## src/design/fsms_pkg.sv

```systemverilog
// shared types, constants and microcode table of the freshness sync scheduler
`timescale 1ns / 1ps

package fsms_pkg;

    // default sizes
    localparam int DEF_ECU_COUNT   = 8;
    localparam int DEF_RESET_COUNT = 4;
    localparam int MAX_RESET_COUNT = 4;

    // word kinds on the slave stream
    localparam logic CMD_TICK = 1'b0;
    localparam logic CMD_ACK  = 1'b1;

    // message kinds
    localparam logic [1:0] KIND_TRIP   = 2'd0;
    localparam logic [1:0] KIND_ERROR  = 2'd1;
    localparam logic [1:0] KIND_NOTIFY = 2'd2;
    localparam logic [1:0] KIND_RESET  = 2'd3;

    // register indexes on the config port
    localparam logic [2:0] REG_WINDOW_TICKS  = 3'd0;
    localparam logic [2:0] REG_RESEND_LIMIT  = 3'd1;
    localparam logic [2:0] REG_TICK_STEP     = 3'd2;
    localparam logic [2:0] REG_RESET_PERIOD0 = 3'd3;
    localparam logic [2:0] REG_RESET_PERIOD1 = 3'd4;
    localparam logic [2:0] REG_RESET_PERIOD2 = 3'd5;
    localparam logic [2:0] REG_RESET_PERIOD3 = 3'd6;

    localparam int CFG_ADDR_W = 5;

    // register reset values
    localparam logic [31:0] RST_WINDOW_TICKS = 32'd10000;
    localparam logic [7:0]  RST_RESEND_LIMIT = 8'd3;
    localparam logic [7:0]  RST_TICK_STEP    = 8'd1;
    localparam logic [31:0] RST_RESET_PERIOD = 32'd1000;

    // configuration seen by the datapath
    typedef struct packed {
        logic [31:0]                           window_ticks;
        logic [7:0]                            resend_limit;
        logic [7:0]                            tick_step;
        logic [MAX_RESET_COUNT-1:0][31:0]      reset_period;
    } cfg_t;

    // datapath operations
    typedef enum logic [3:0] {
        OP_NOP,
        OP_WAIT,
        OP_ACK,
        OP_FIRST,
        OP_WADD,
        OP_RINC,
        OP_ERROR,
        OP_TRIP,
        OP_NOTIFY,
        OP_TCLR,
        OP_TSTEP,
        OP_FLUSH
    } op_t;

    // jump conditions
    typedef enum logic [3:0] {
        COND_NEVER,
        COND_ALWAYS,
        COND_IS_ACK,
        COND_FAILED,
        COND_RPHASE,
        COND_WIN_NE,
        COND_ALL_ACKED,
        COND_RES_NE_LIMIT,
        COND_TIMER_MORE
    } cond_t;

    localparam int STEP_W = 4;

    typedef struct packed {
        op_t               op;
        cond_t             cond;
        logic [STEP_W-1:0] target;
    } uword_t;

    // program addresses
    localparam logic [STEP_W-1:0] PC_WAIT   = 4'd0;
    localparam logic [STEP_W-1:0] PC_DISP   = 4'd1;
    localparam logic [STEP_W-1:0] PC_FIRST  = 4'd2;
    localparam logic [STEP_W-1:0] PC_PHASE  = 4'd3;
    localparam logic [STEP_W-1:0] PC_WADD   = 4'd4;
    localparam logic [STEP_W-1:0] PC_WCMP   = 4'd5;
    localparam logic [STEP_W-1:0] PC_ACKCHK = 4'd6;
    localparam logic [STEP_W-1:0] PC_RINC   = 4'd7;
    localparam logic [STEP_W-1:0] PC_LIMCHK = 4'd8;
    localparam logic [STEP_W-1:0] PC_ERROR  = 4'd9;
    localparam logic [STEP_W-1:0] PC_TRIP   = 4'd10;
    localparam logic [STEP_W-1:0] PC_NOTIFY = 4'd11;
    localparam logic [STEP_W-1:0] PC_TCLR   = 4'd12;
    localparam logic [STEP_W-1:0] PC_TSTEP  = 4'd13;
    localparam logic [STEP_W-1:0] PC_FLUSH  = 4'd14;
    localparam logic [STEP_W-1:0] PC_ACK    = 4'd15;

    // control store
    function automatic uword_t ucode_rom(input logic [STEP_W-1:0] pc);
        uword_t w;
        w = '{op: OP_NOP, cond: COND_ALWAYS, target: PC_WAIT};
        unique case (pc)
            PC_WAIT:   w = '{op: OP_WAIT,   cond: COND_NEVER,        target: PC_WAIT};
            PC_DISP:   w = '{op: OP_NOP,    cond: COND_IS_ACK,       target: PC_ACK};
            PC_FIRST:  w = '{op: OP_FIRST,  cond: COND_FAILED,       target: PC_FLUSH};
            PC_PHASE:  w = '{op: OP_NOP,    cond: COND_RPHASE,       target: PC_TCLR};
            PC_WADD:   w = '{op: OP_WADD,   cond: COND_NEVER,        target: PC_WAIT};
            PC_WCMP:   w = '{op: OP_NOP,    cond: COND_WIN_NE,       target: PC_FLUSH};
            PC_ACKCHK: w = '{op: OP_NOP,    cond: COND_ALL_ACKED,    target: PC_NOTIFY};
            PC_RINC:   w = '{op: OP_RINC,   cond: COND_NEVER,        target: PC_WAIT};
            PC_LIMCHK: w = '{op: OP_NOP,    cond: COND_RES_NE_LIMIT, target: PC_TRIP};
            PC_ERROR:  w = '{op: OP_ERROR,  cond: COND_ALWAYS,       target: PC_FLUSH};
            PC_TRIP:   w = '{op: OP_TRIP,   cond: COND_ALWAYS,       target: PC_FLUSH};
            PC_NOTIFY: w = '{op: OP_NOTIFY, cond: COND_ALWAYS,       target: PC_FLUSH};
            PC_TCLR:   w = '{op: OP_TCLR,   cond: COND_NEVER,        target: PC_WAIT};
            PC_TSTEP:  w = '{op: OP_TSTEP,  cond: COND_TIMER_MORE,   target: PC_TSTEP};
            PC_FLUSH:  w = '{op: OP_FLUSH,  cond: COND_ALWAYS,       target: PC_WAIT};
            PC_ACK:    w = '{op: OP_ACK,    cond: COND_ALWAYS,       target: PC_WAIT};
            default:   w = '{op: OP_NOP,    cond: COND_ALWAYS,       target: PC_WAIT};
        endcase
        return w;
    endfunction

endpackage

```

## src/design/fsms_cfg.sv

```systemverilog
// configuration register file behind the apb port
`timescale 1ns / 1ps

module fsms_cfg
    import fsms_pkg::*;
(
    input  logic                  clk,
    input  logic                  rst_n,
    input  logic                  psel,
    input  logic                  penable,
    input  logic                  pwrite,
    input  logic [CFG_ADDR_W-1:0] paddr,
    input  logic [31:0]           pwdata,
    output logic [31:0]           prdata,
    output cfg_t                  cfg
);

    cfg_t        cfg_reg;
    cfg_t        cfg_next;
    logic        wr_en;
    logic [2:0]  reg_sel;

    assign wr_en   = psel && penable && pwrite;
    assign reg_sel = paddr[CFG_ADDR_W-1:2];
    assign cfg     = cfg_reg;

    // register write decode
    always_comb
    begin
        cfg_next = cfg_reg;
        if (wr_en)
        begin
            unique case (reg_sel)
                REG_WINDOW_TICKS:  cfg_next.window_ticks    = pwdata;
                REG_RESEND_LIMIT:  cfg_next.resend_limit    = pwdata[7:0];
                REG_TICK_STEP:     cfg_next.tick_step       = pwdata[7:0];
                REG_RESET_PERIOD0: cfg_next.reset_period[0] = pwdata;
                REG_RESET_PERIOD1: cfg_next.reset_period[1] = pwdata;
                REG_RESET_PERIOD2: cfg_next.reset_period[2] = pwdata;
                REG_RESET_PERIOD3: cfg_next.reset_period[3] = pwdata;
                default:           cfg_next = cfg_reg;
            endcase
        end
    end

    always_ff @(posedge clk or negedge rst_n)
    begin
        if (!rst_n)
        begin
            cfg_reg.window_ticks <= RST_WINDOW_TICKS;
            cfg_reg.resend_limit <= RST_RESEND_LIMIT;
            cfg_reg.tick_step    <= RST_TICK_STEP;
            cfg_reg.reset_period <= {MAX_RESET_COUNT{RST_RESET_PERIOD}};
        end
        else
        begin
            cfg_reg <= cfg_next;
        end
    end

    // register read mux
    always_comb
    begin
        unique case (reg_sel)
            REG_WINDOW_TICKS:  prdata = cfg_reg.window_ticks;
            REG_RESEND_LIMIT:  prdata = {24'd0, cfg_reg.resend_limit};
            REG_TICK_STEP:     prdata = {24'd0, cfg_reg.tick_step};
            REG_RESET_PERIOD0: prdata = cfg_reg.reset_period[0];
            REG_RESET_PERIOD1: prdata = cfg_reg.reset_period[1];
            REG_RESET_PERIOD2: prdata = cfg_reg.reset_period[2];
            REG_RESET_PERIOD3: prdata = cfg_reg.reset_period[3];
            default:           prdata = 32'd0;
        endcase
    end

endmodule

```

## src/design/freshness_sync_master_scheduler_unit.sv

```systemverilog
// top level: microcoded freshness sync scheduler with stream ports and apb config
`timescale 1ns / 1ps

// Takes one word at a time on the slave stream (tick or ECU acknowledge) and
// sends message requests on the master stream, tlast marking the final request
// caused by a word. A 16-step microprogram in a control store runs each word on
// a plain datapath: an acknowledge sets the acked bit of its ECU; a tick in the
// trip phase adds the tick step to the window count and, on a window hit, ends
// in notify, a resend or a failure; a tick after a failure is otherwise ignored;
// a tick in the reset phase steps the reset timers one per cycle, unless the
// output is stalled, through a single 32-bit adder and compare.
// Steps stall where the output register is still held by a stalled consumer.
// The next word is accepted while the last request still waits for tready.
module freshness_sync_master_scheduler_unit
    import fsms_pkg::*;
#(
    parameter int ECU_COUNT   = DEF_ECU_COUNT,
    parameter int RESET_COUNT = DEF_RESET_COUNT
)
(
    input  logic                  clk,
    input  logic                  rst_n,
    // slave stream
    input  logic                  s_axis_tvalid,
    output logic                  s_axis_tready,
    input  logic [7:0]            s_axis_tdata,   // [2:0] ecu_index
    input  logic                  s_axis_tuser,   // [0] cmd
    // master stream
    output logic                  m_axis_tvalid,
    input  logic                  m_axis_tready,
    output logic [7:0]            m_axis_tdata,   // [1:0] sync_timer
    output logic [1:0]            m_axis_tuser,   // [1:0] msg_kind
    output logic                  m_axis_tlast,
    // config port
    input  logic                  psel,
    input  logic                  penable,
    input  logic                  pwrite,
    input  logic [CFG_ADDR_W-1:0] paddr,
    input  logic [31:0]           pwdata,
    output logic [31:0]           prdata,
    output logic                  pready
);

    localparam int TIDX_W = (RESET_COUNT > 1) ? $clog2(RESET_COUNT) : 1;

    cfg_t                     cfg;
    uword_t                   uw;

    // sequencer and datapath registers
    logic [STEP_W-1:0]        step_reg, step_next;
    logic                     cmd_reg, cmd_next;
    logic [2:0]               ecu_reg, ecu_next;
    logic                     first_sent_reg, first_sent_next;
    logic                     failed_reg, failed_next;
    logic                     rphase_reg, rphase_next;
    logic [31:0]              wcount_reg, wcount_next;
    logic [7:0]               rcount_reg, rcount_next;
    logic [ECU_COUNT-1:0]     acked_reg, acked_next;
    logic [31:0]              timer_reg [RESET_COUNT];
    logic [31:0]              timer_next [RESET_COUNT];
    logic [TIDX_W-1:0]        tidx_reg, tidx_next;
    logic                     found_reg, found_next;

    // pending request, held until its last flag is known
    logic                     pend_valid_reg, pend_valid_next;
    logic [1:0]               pend_kind_reg, pend_kind_next;
    logic [1:0]               pend_idx_reg, pend_idx_next;

    // output register
    logic                     out_valid_reg, out_valid_next;
    logic [1:0]               out_kind_reg, out_kind_next;
    logic [1:0]               out_idx_reg, out_idx_next;
    logic                     out_last_reg, out_last_next;

    logic                     cond_true;
    logic                     stall;
    logic                     emit;
    logic [1:0]               emit_kind;
    logic [1:0]               emit_idx;
    logic                     out_free;
    logic [31:0]              timer_sum;
    logic                     timer_due;
    logic [1:0]               tidx_ext;

    fsms_cfg u_cfg
    (
        .clk     (clk),
        .rst_n   (rst_n),
        .psel    (psel),
        .penable (penable),
        .pwrite  (pwrite),
        .paddr   (paddr),
        .pwdata  (pwdata),
        .prdata  (prdata),
        .cfg     (cfg)
    );

    assign pready = 1'b1;

    // control word fetch and shared terms
    assign uw        = ucode_rom(step_reg);
    assign tidx_ext  = 2'(tidx_reg);
    assign timer_sum = timer_reg[tidx_reg] + {24'd0, cfg.tick_step};
    assign timer_due = timer_sum >= cfg.reset_period[tidx_ext];
    assign out_free  = !out_valid_reg || m_axis_tready;

    assign s_axis_tready = (uw.op == OP_WAIT);
    assign m_axis_tvalid = out_valid_reg;
    assign m_axis_tdata  = {6'd0, out_idx_reg};
    assign m_axis_tuser  = out_kind_reg;
    assign m_axis_tlast  = out_last_reg;

    // jump condition
    always_comb
    begin
        unique case (uw.cond)
            COND_NEVER:        cond_true = 1'b0;
            COND_ALWAYS:       cond_true = 1'b1;
            COND_IS_ACK:       cond_true = (cmd_reg == CMD_ACK);
            COND_FAILED:       cond_true = failed_reg;
            COND_RPHASE:       cond_true = rphase_reg;
            COND_WIN_NE:       cond_true = (wcount_reg != cfg.window_ticks);
            COND_ALL_ACKED:    cond_true = &acked_reg;
            COND_RES_NE_LIMIT: cond_true = (rcount_reg != cfg.resend_limit);
            COND_TIMER_MORE:   cond_true = (tidx_reg != TIDX_W'(RESET_COUNT - 1));
            default:           cond_true = 1'b0;
        endcase
    end

    // request emitted by this step, and stall decision
    always_comb
    begin
        emit      = 1'b0;
        emit_kind = KIND_TRIP;
        emit_idx  = 2'd0;
        stall     = 1'b0;
        unique case (uw.op)
            OP_WAIT:   stall = !s_axis_tvalid;
            OP_ERROR:
            begin
                emit      = 1'b1;
                emit_kind = KIND_ERROR;
            end
            OP_TRIP:
            begin
                emit      = 1'b1;
                emit_kind = KIND_TRIP;
            end
            OP_NOTIFY:
            begin
                emit      = 1'b1;
                emit_kind = KIND_NOTIFY;
            end
            OP_TSTEP:
            begin
                emit      = !found_reg && timer_due;
                emit_kind = KIND_RESET;
                emit_idx  = tidx_ext;
            end
            OP_FLUSH:  stall = pend_valid_reg && !out_free;
            default:   stall = 1'b0;
        endcase
        if (emit && pend_valid_reg && !out_free)
        begin
            stall = 1'b1;
        end
    end

    // datapath next values
    always_comb
    begin
        step_next       = step_reg;
        cmd_next        = cmd_reg;
        ecu_next        = ecu_reg;
        first_sent_next = first_sent_reg;
        failed_next     = failed_reg;
        rphase_next     = rphase_reg;
        wcount_next     = wcount_reg;
        rcount_next     = rcount_reg;
        acked_next      = acked_reg;
        timer_next      = timer_reg;
        tidx_next       = tidx_reg;
        found_next      = found_reg;
        pend_valid_next = pend_valid_reg;
        pend_kind_next  = pend_kind_reg;
        pend_idx_next   = pend_idx_reg;
        out_valid_next  = out_valid_reg && !m_axis_tready;
        out_kind_next   = out_kind_reg;
        out_idx_next    = out_idx_reg;
        out_last_next   = out_last_reg;

        if (!stall)
        begin
            step_next = cond_true ? uw.target : step_reg + 1'b1;

            unique case (uw.op)
                OP_WAIT:
                begin
                    cmd_next = s_axis_tuser;
                    ecu_next = s_axis_tdata[2:0];
                end
                OP_ACK:
                begin
                    for (int j = 0; j < ECU_COUNT; j++)
                    begin
                        if ({4'd0, ecu_reg} == 7'(j))
                        begin
                            acked_next[j] = 1'b1;
                        end
                    end
                end
                OP_FIRST:
                begin
                    if (!first_sent_reg)
                    begin
                        first_sent_next = 1'b1;
                        pend_valid_next = 1'b1;
                        pend_kind_next  = KIND_TRIP;
                        pend_idx_next   = 2'd0;
                    end
                end
                OP_WADD:   wcount_next = wcount_reg + {24'd0, cfg.tick_step};
                OP_RINC:   rcount_next = rcount_reg + 8'd1;
                OP_ERROR:  failed_next = 1'b1;
                OP_TRIP:   wcount_next = 32'd0;
                OP_NOTIFY:
                begin
                    rphase_next = 1'b1;
                    wcount_next = 32'd0;
                end
                OP_TCLR:
                begin
                    tidx_next  = '0;
                    found_next = 1'b0;
                end
                OP_TSTEP:
                begin
                    timer_next[tidx_reg] = emit ? 32'd0 : timer_sum;
                    if (emit)
                    begin
                        found_next = 1'b1;
                    end
                    tidx_next = tidx_reg + 1'b1;
                end
                default:
                begin
                end
            endcase

            // emit: older pending request goes out as not last
            if (emit)
            begin
                if (pend_valid_reg)
                begin
                    out_valid_next = 1'b1;
                    out_kind_next  = pend_kind_reg;
                    out_idx_next   = pend_idx_reg;
                    out_last_next  = 1'b0;
                end
                pend_valid_next = 1'b1;
                pend_kind_next  = emit_kind;
                pend_idx_next   = emit_idx;
            end

            // flush: pending request goes out as last
            if (uw.op == OP_FLUSH && pend_valid_reg)
            begin
                out_valid_next  = 1'b1;
                out_kind_next   = pend_kind_reg;
                out_idx_next    = pend_idx_reg;
                out_last_next   = 1'b1;
                pend_valid_next = 1'b0;
            end
        end
    end

    // control and state registers
    always_ff @(posedge clk or negedge rst_n)
    begin
        if (!rst_n)
        begin
            step_reg       <= PC_WAIT;
            first_sent_reg <= 1'b0;
            failed_reg     <= 1'b0;
            rphase_reg     <= 1'b0;
            wcount_reg     <= 32'd0;
            rcount_reg     <= 8'd0;
            acked_reg      <= '0;
            for (int i = 0; i < RESET_COUNT; i++)
            begin
                timer_reg[i] <= 32'd0;
            end
            tidx_reg       <= '0;
            found_reg      <= 1'b0;
            pend_valid_reg <= 1'b0;
            out_valid_reg  <= 1'b0;
        end
        else
        begin
            step_reg       <= step_next;
            first_sent_reg <= first_sent_next;
            failed_reg     <= failed_next;
            rphase_reg     <= rphase_next;
            wcount_reg     <= wcount_next;
            rcount_reg     <= rcount_next;
            acked_reg      <= acked_next;
            timer_reg      <= timer_next;
            tidx_reg       <= tidx_next;
            found_reg      <= found_next;
            pend_valid_reg <= pend_valid_next;
            out_valid_reg  <= out_valid_next;
        end
    end

    // payload registers
    always_ff @(posedge clk)
    begin
        cmd_reg       <= cmd_next;
        ecu_reg       <= ecu_next;
        pend_kind_reg <= pend_kind_next;
        pend_idx_reg  <= pend_idx_next;
        out_kind_reg  <= out_kind_next;
        out_idx_reg   <= out_idx_next;
        out_last_reg  <= out_last_next;
    end

endmodule

```

## config.mk

```make
export PLATFORM = sky130hd
export DESIGN_NAME = freshness_sync_master_scheduler_unit
export DESIGN_NICKNAME = d
export VERILOG_FILES = /design/src/design/fsms_pkg.sv /design/src/design/fsms_cfg.sv /design/src/design/freshness_sync_master_scheduler_unit.sv
export SDC_FILE = /design/constraint.sdc
export NUM_CORES = 1
export LEC_CHECK = 0
export ABC_AREA = 1
export BUFFER_PORTS_ARGS = -buffer_cell sky130_fd_sc_hd__buf_4
export CORE_ASPECT_RATIO = 1.5
export CORE_MARGIN = 4
export CORE_UTILIZATION = 50
export CTS_BUF_LIST = sky130_fd_sc_hd__clkbuf_8 sky130_fd_sc_hd__clkbuf_16
export DETAILED_ROUTE_END_ITERATION = 10
export PLACE_DENSITY = 0.66
export RECOVER_POWER = 50
export SYNTH_ARGS = -nofsm -noshare
export SYNTH_HDL_FRONTEND = slang
export SYNTH_SLANG_ARGS = --single-unit
```

## constraint.sdc

```tcl
create_clock -name clk -period 4.8 [get_ports clk]
set_input_delay 0.96 -clock clk [delete_from_list [all_inputs] [get_ports clk]]
set_output_delay 0.96 -clock clk [all_outputs]
set_load 0.05 [all_outputs]
```

==> reports/results.ini, run 1 <==
[synth]
syn_inst=3030
ys_warn_count=0
synth_ff_type=dfrtp_1
synth_top_cell_by_area=dfrtp_1
synth_area_um2=22300
ys_seq_area_share_pct=42.8
synth-seq-cells=377
synth_top_cell_area_share_pct=37.3
synth_edf_count=13
netlist_top_cells_area=dfrtp_1, nand2_1, o21ai_0, inv_1, nand4_1
synth_cell_types=48
avgSynthCellArea_um2=7.36
synth_async_sr_flop_share_pct=96.6

[detailed_routing]
wl_um=71400
drtPass1Iterations=6
drt-initial-drc-count=1764
postRouteAntennaNets=0
wire_per_inst_um=18.8
drcViolationCount=0
vias=21558
routed_via_density=5.67

[placed_design]
placed_area_um2=24500
detailed_place_hpwl_um=48800
dp.cells=3710
gp_congestion=0.999
portBuffers=84
pre_cts_ws_ns=-0.212

[floorplanning]
dieArea_um2=48100
ios=99
die_h_um=267
die_w_um=180
core_area_um2=44000
rows=94
initial_utilization_pct=50.7

[timing]
setup_ws_ns=0.123
finalSetupTns_ns=0
worstMarginPinSlew_ns=2.93
period_share_pct=97.4
timing.final.hold_violations=0
final_max_slew_viol_count=110
max_clock_freq_ghz=0.214
relSlewSlack_pct=-95.1
finClkSkew_ns=0.0270
whs_ns=0.420
period_needed_ns=4.68
finalSetupViolCount=0

[critical_path]
cp_max_fo=8
cp_slowest_cell=dfrtp_4
crit_path_start=tidx_ext[0]
timing.rr.start=tidx_ext[0]
end_kind=flop
rr_worst_depth=31
timing.critical_path.buf_inv=8
cpPeakStageDelay_ns=0.54
rrSetupSlack_ns=0.12
critPathArrivalTime_ns=5.16
required_ns=5.28
worstSetupPathType=flop to flop
r2r_end=found_reg
critPathTopFamily=simple AND/OR/NAND/NOR gates
setup.worst_path.start_class=flop

[global_routing]
grt_overflow=0
antenna_found_initial=0
grt_pass1_vias=21251
grt_pass1_wl_um=112000
grt_max_degree=111
grt_usage_pct=28.7

[run_status]
violations=capacitance limit, slew limit
status=finished, violations left

[run]
drv_cap=1

[min_path]
whs_path_depth=0
hp-class=flop to flop
min_from=pend_kind_reg[0]
hold_end=m_axis_tuser[0]

[clock_tree]
cts_made_buffers=40
hold_buffers=0
clk_latency_ns=0.56
path_clk_slew_ns=0.06
clockRootBuffer=clkbuf_16
clock_sinks=377
cts_tree=done
htree_levels=2
clk_path_buf_depth=3

[power_and_ir_drop]
ir_drop_mv=0.330
p_per_area_nw_per_um2=604
power_mw=16.0
power_leakage_nw=13.1

[finish]
syn2layout_area_growth_pct=19.2
antenna-diode-count=0
fin_cells=3803
fin_util_pct=60.4
fin_nets=3309
largest_reg_flops=176
drive_above_1_share_pct=16.4
post-route-cell-area_um2=26600

==> per-layer routing <==
layer / routed length, um / share of wire (%) / vias to the layer above / global-route usage (%)
met1: 27600 / 39 / 10330 / 34.7
met4: 3350 / 4.7 / 0 / 12.6
met5: 0 / 0 / - / 0
met2: 36600 / 51 / 785 / 51.4
li1: - / - / 10227 / -
met3: 3830 / 5.4 / 216 / 3.49
==> cell usage after synthesis, types with 3 or more instances <==
cell type / instances
o21ai_0: 262
dfrtp_1: 332
nor2_2: 10
buf_4: 31
a21oi_1: 93
xnor2_1: 41
nor3_1: 16
nor4_1: 4
nand2_2: 8
edfxtp_1: 13
or2_2: 7
buf_6: 3
o22ai_1: 38
nand2_1: 1015
clkbuf_1: 89
nand3_1: 111
inv_1: 275
o211ai_1: 30
nor2_1: 213
o21bai_1: 5
inv_2: 13
ha_1: 59
a21o_1: 4
nand3_2: 5
nor3b_1: 3
nand4_1: 157
clkbuf_2: 3
xor2_1: 34
buf_1: 18
o21ai_1: 14
mux2_2: 8
buf_2: 29
nor2_4: 3
a221oi_1: 32
dfstp_2: 32
==> area by class of cell <==
class	count	area [um2]
Fill cell	4079	17400
Tap cell	576	721
Clock buffer	49	1150
Multi-Input combinational cell	2198	11400
Sequential cell	377	9540
Clock inverter	25	169
Inverter	288	1090
Timing Repair Buffer	290	2480
==> worst max path at each step <==
stage                      end  slack, ns  cells past startpoint
2_1_floorplan  pend_idx_reg[0]       0.06                     31
3_3_place_gp    wcount_reg[20]      -0.12                     29
3_5_place_dp    wcount_reg[20]      -0.21                     30
4_1_cts        m_axis_tuser[0]      0.006                     28
5_1_grt          timer_reg[57]      -0.06                     29
6_report             found_reg       0.12                     31
==> what timing repair did <==
item                                    CTS  global route
pin swaps                                 5            49
cloned                                    1             1
endpoints found under the hold margin     0             0
endpoints found under the setup margin  184           185
resized for setup                        17           133
buffers inserted                          2            16
==> placed cells by master (no fill, tap or decap), types with 13 or more instances in the layout <==
cell	n
nand2_1	990
nor2_4	18
nand3_1	108
dfstp_2	32
o22ai_1	36
o21ai_0	254
buf_12	17
nand4_1	157
nor3_1	14
inv_1	281
o211ai_1	30
buf_4	237
a21oi_1	87
nand2_2	26
edfxtp_1	13
clkbuf_16	43
buf_6	13
a221oi_1	32
inv_2	15
xnor2_1	40
ha_1	52
nor2_2	31
xor2_1	28
dfrtp_1	331
o21ai_1	19
nor2_1	177
==> power by group <==
| part | switching [mW] | internal (mW) | total (mW) | leakage (nW) |
|---|---|---|---|---|
| clock | 1.34 | 1.80 | 3.14 | 0.693 |
| combinational | 5.44 | 3.03 | 8.47 | 7.73 |
| sequential | 0.485 | 3.94 | 4.43 | 4.72 |
==> kinds of logic (layout without fill, tap and decap cells) <==
group	Yosys count	after routing	share of synthesized area (%)
AOI/OAI and AO/OA	489	489	12.3
xor gates and xnor gates	75	75	2.95
adders and majority gates	61	61	3.49
buffers and inverters	461	652	8.57
DFF	377	377	42.8
muxes	8	8	0.404
other	2	7	0.0337
and+or+nand+nor	1557	1558	29.4
No activity file was read; power rests on OpenSTA's default activity.
==> run 2: changes to the inputs <==
- BUFFER_PORTS_ARGS: -buffer_cell sky130_fd_sc_hd__buf_4 -> unset
- DONT_BUFFER_PORTS: unset -> 1
- PLACE_DENSITY: 0.66 -> 0.65
==> run 2 against run 1 <==
Net effect:
- the run now ends clean
- global-route usage is 0.49 points higher
- flip-flop and latch count stayed put
- power is 1.5% higher
- largest cell class unchanged
==> reports/results.ini, run 2 (same netlist as run 1, synthesis figures left out) <==
[run_status]
status=completed

[timing]
final_max_slew_viol_count=0
finalSetupViolCount=0
max_clock_freq_ghz=0.214
period_share_pct=97.5
timing.final.hold_violations=0
finClkSkew_ns=0.0200
relSlewSlack_pct=10.7
rsz0062_at_grt=true
worstMarginPinSlew_ns=1.36
period_needed_ns=4.68

[power_and_ir_drop]
power_mw=16.3
ir_drop_mv=0.376
power_leakage_nw=13.0
p_per_area_nw_per_um2=616

[critical_path]
setup.worst_path.start_class=flop
cp_max_fo=8
timing.rr.start=tidx_ext[0]
worstSetupPathType=flop to flop
cp_slowest_cell=dfrtp_4
end_kind=flop
cpPeakStageDelay_ns=0.54
critPathArrivalTime_ns=5.00
crit_path_frequent_cell=nand2_4
rrSetupSlack_ns=0.12
rr_worst_depth=30
required_ns=5.12
r2r_end=ecu_reg[0]

[finish]
final_common_cell=nand2_1
fin_nets=3257
regArea_um2=9540
fin_cells=3750
syn2layout_area_growth_pct=18.6
final_cell_mix=nand2_1, dfrtp_1, inv_1
antenna-diode-count=0
multi_input_area_um2=11500
fillers=4043
drive_above_1_share_pct=16.0
largest_reg_flops=176

[floorplanning]
ios=99
core_area_um2=44000
rows=94
dieArea_um2=48100
die_w_um=180
initial_utilization_pct=50.7
die_h_um=267

[global_routing]
grt_pass1_wl_um=113000
grt_usage_pct=29.1
antenna_found_initial=0
grt_pass1_vias=20976
grt_max_degree=365
grt_overflow=0

[clock_tree]
htree_levels=2
clk_path_buf_depth=3
cts_tree=done
clock_sinks=377
clk_latency_ns=0.56
hold_buffers=0
path_clk_slew_ns=0.07
cts_made_buffers=40
clockRootBuffer=clkbuf_16

[placed_design]
portBuffers=0
detailed_place_hpwl_um=48100
dp.cells=3652
gp_congestion=0.980

[detailed_routing]
drtPass1Iterations=6
wl_um=73100
postRouteAntennaNets=0
wire_per_inst_um=19.5
routed_via_density=5.69
drt-initial-drc-count=1760
drcViolationCount=0
vias=21356

[min_path]
hp-class=primary input to asynchronous set/reset pin

[run]
drv_cap=0

[run 2: changes by cell type in the layout (fill, tap and decap cells not counted), moves of 4 or more]
cell and change:
o21ai_2 +4, nand2_1 -4, clkbuf_16 +4, clkbuf_4 -5, o21ai_1 +24, o21ai_0 -28, nor2_2 +4, clkbuf_1 -11
buf_4 -40, nor2_4 -5
[run 2: worst max-delay path: cells and delay by family (launching register included)]
| kind | cells | cell delay [ns] |
|---|---|---|
| adder cells (fa/ha/maj) | 2 | 0.59 |
| buffers and inverters | 8 | 1.00 |
| AND/OR/NAND/NOR | 18 | 2.05 |
| AO/OA/AOI/OAI | 2 | 0.25 |
| flip-flops | 1 | 0.54 |
[run 2: metal layers]
metal | part of all wire [%] | vias up | track usage, %
met5 | 0 | - | 0
li1 | - | 10134 | -
met3 | 6.3 | 213 | 3.83
met2 | 51 | 781 | 52.4
met1 | 38 | 10228 | 34.9
met4 | 5.0 | 0 | 13.2
[run 2: repair_timing]
action | CTS | global route
pin swaps | 6 | 55
setup endpoints to repair | 184 | 184
endpoints found under the hold margin | 0 | 0
gates resized for setup | 33 | 139
setup buffers | 2 | 13
gates cloned | 3 | 8
[run 2: cell type report]
type | count | share of cell area, %
Tap cell | 576 | 2.73
Clock inverter | 23 | 0.857
Timing Repair Buffer | 238 | 8.41
Clock buffer | 50 | 4.39
Inverter | 288 | 4.14
Sequential cell | 377 | 36.1
Multi-Input combinational cell | 2198 | 43.4
[run 2: worst max-delay path by stage]
stage | slack (ns) | startpoint | cells after the start | to
after floorplan | 0.06 | tidx_ext[1] | 31 | pend_idx_reg[0]
after global placement | -0.20 | tidx_ext[0] | 30 | wcount_reg[29]
after detailed placement | -0.31 | tidx_ext[0] | 29 | wcount_reg[20]
after CTS | 0.02 | tidx_ext[0] | 30 | cmd_reg
after global routing | -0.06 | tidx_ext[0] | 30 | ecu_reg[0]
final | 0.12 | tidx_ext[0] | 30 | ecu_reg[0]
[run 2: through the flow]
stage	setup TNS (ns)	hold slack [ns]	util, %	setup slack [ns]	area [um2]
detailed placement	-44.22	0.405	54.7	-0.307	24000
floorplan	0	0.400	-	0.0579	22300
global placement	-28.06	0.407	54.7	-0.199	24000
CTS	0	0.105	58.3	0.0158	25600
finish	0	0.117	60.1	0.121	26400
global route	-1.47	0.0993	60.1	-0.0645	26400
[run 2: report_power, final]
part,total [mW],internal [mW],leakage [nW],switching [mW]
sequential,4.52,3.94,4.72,0.582
combinational,8.46,3.13,7.57,5.33
clock,3.29,1.93,0.708,1.36
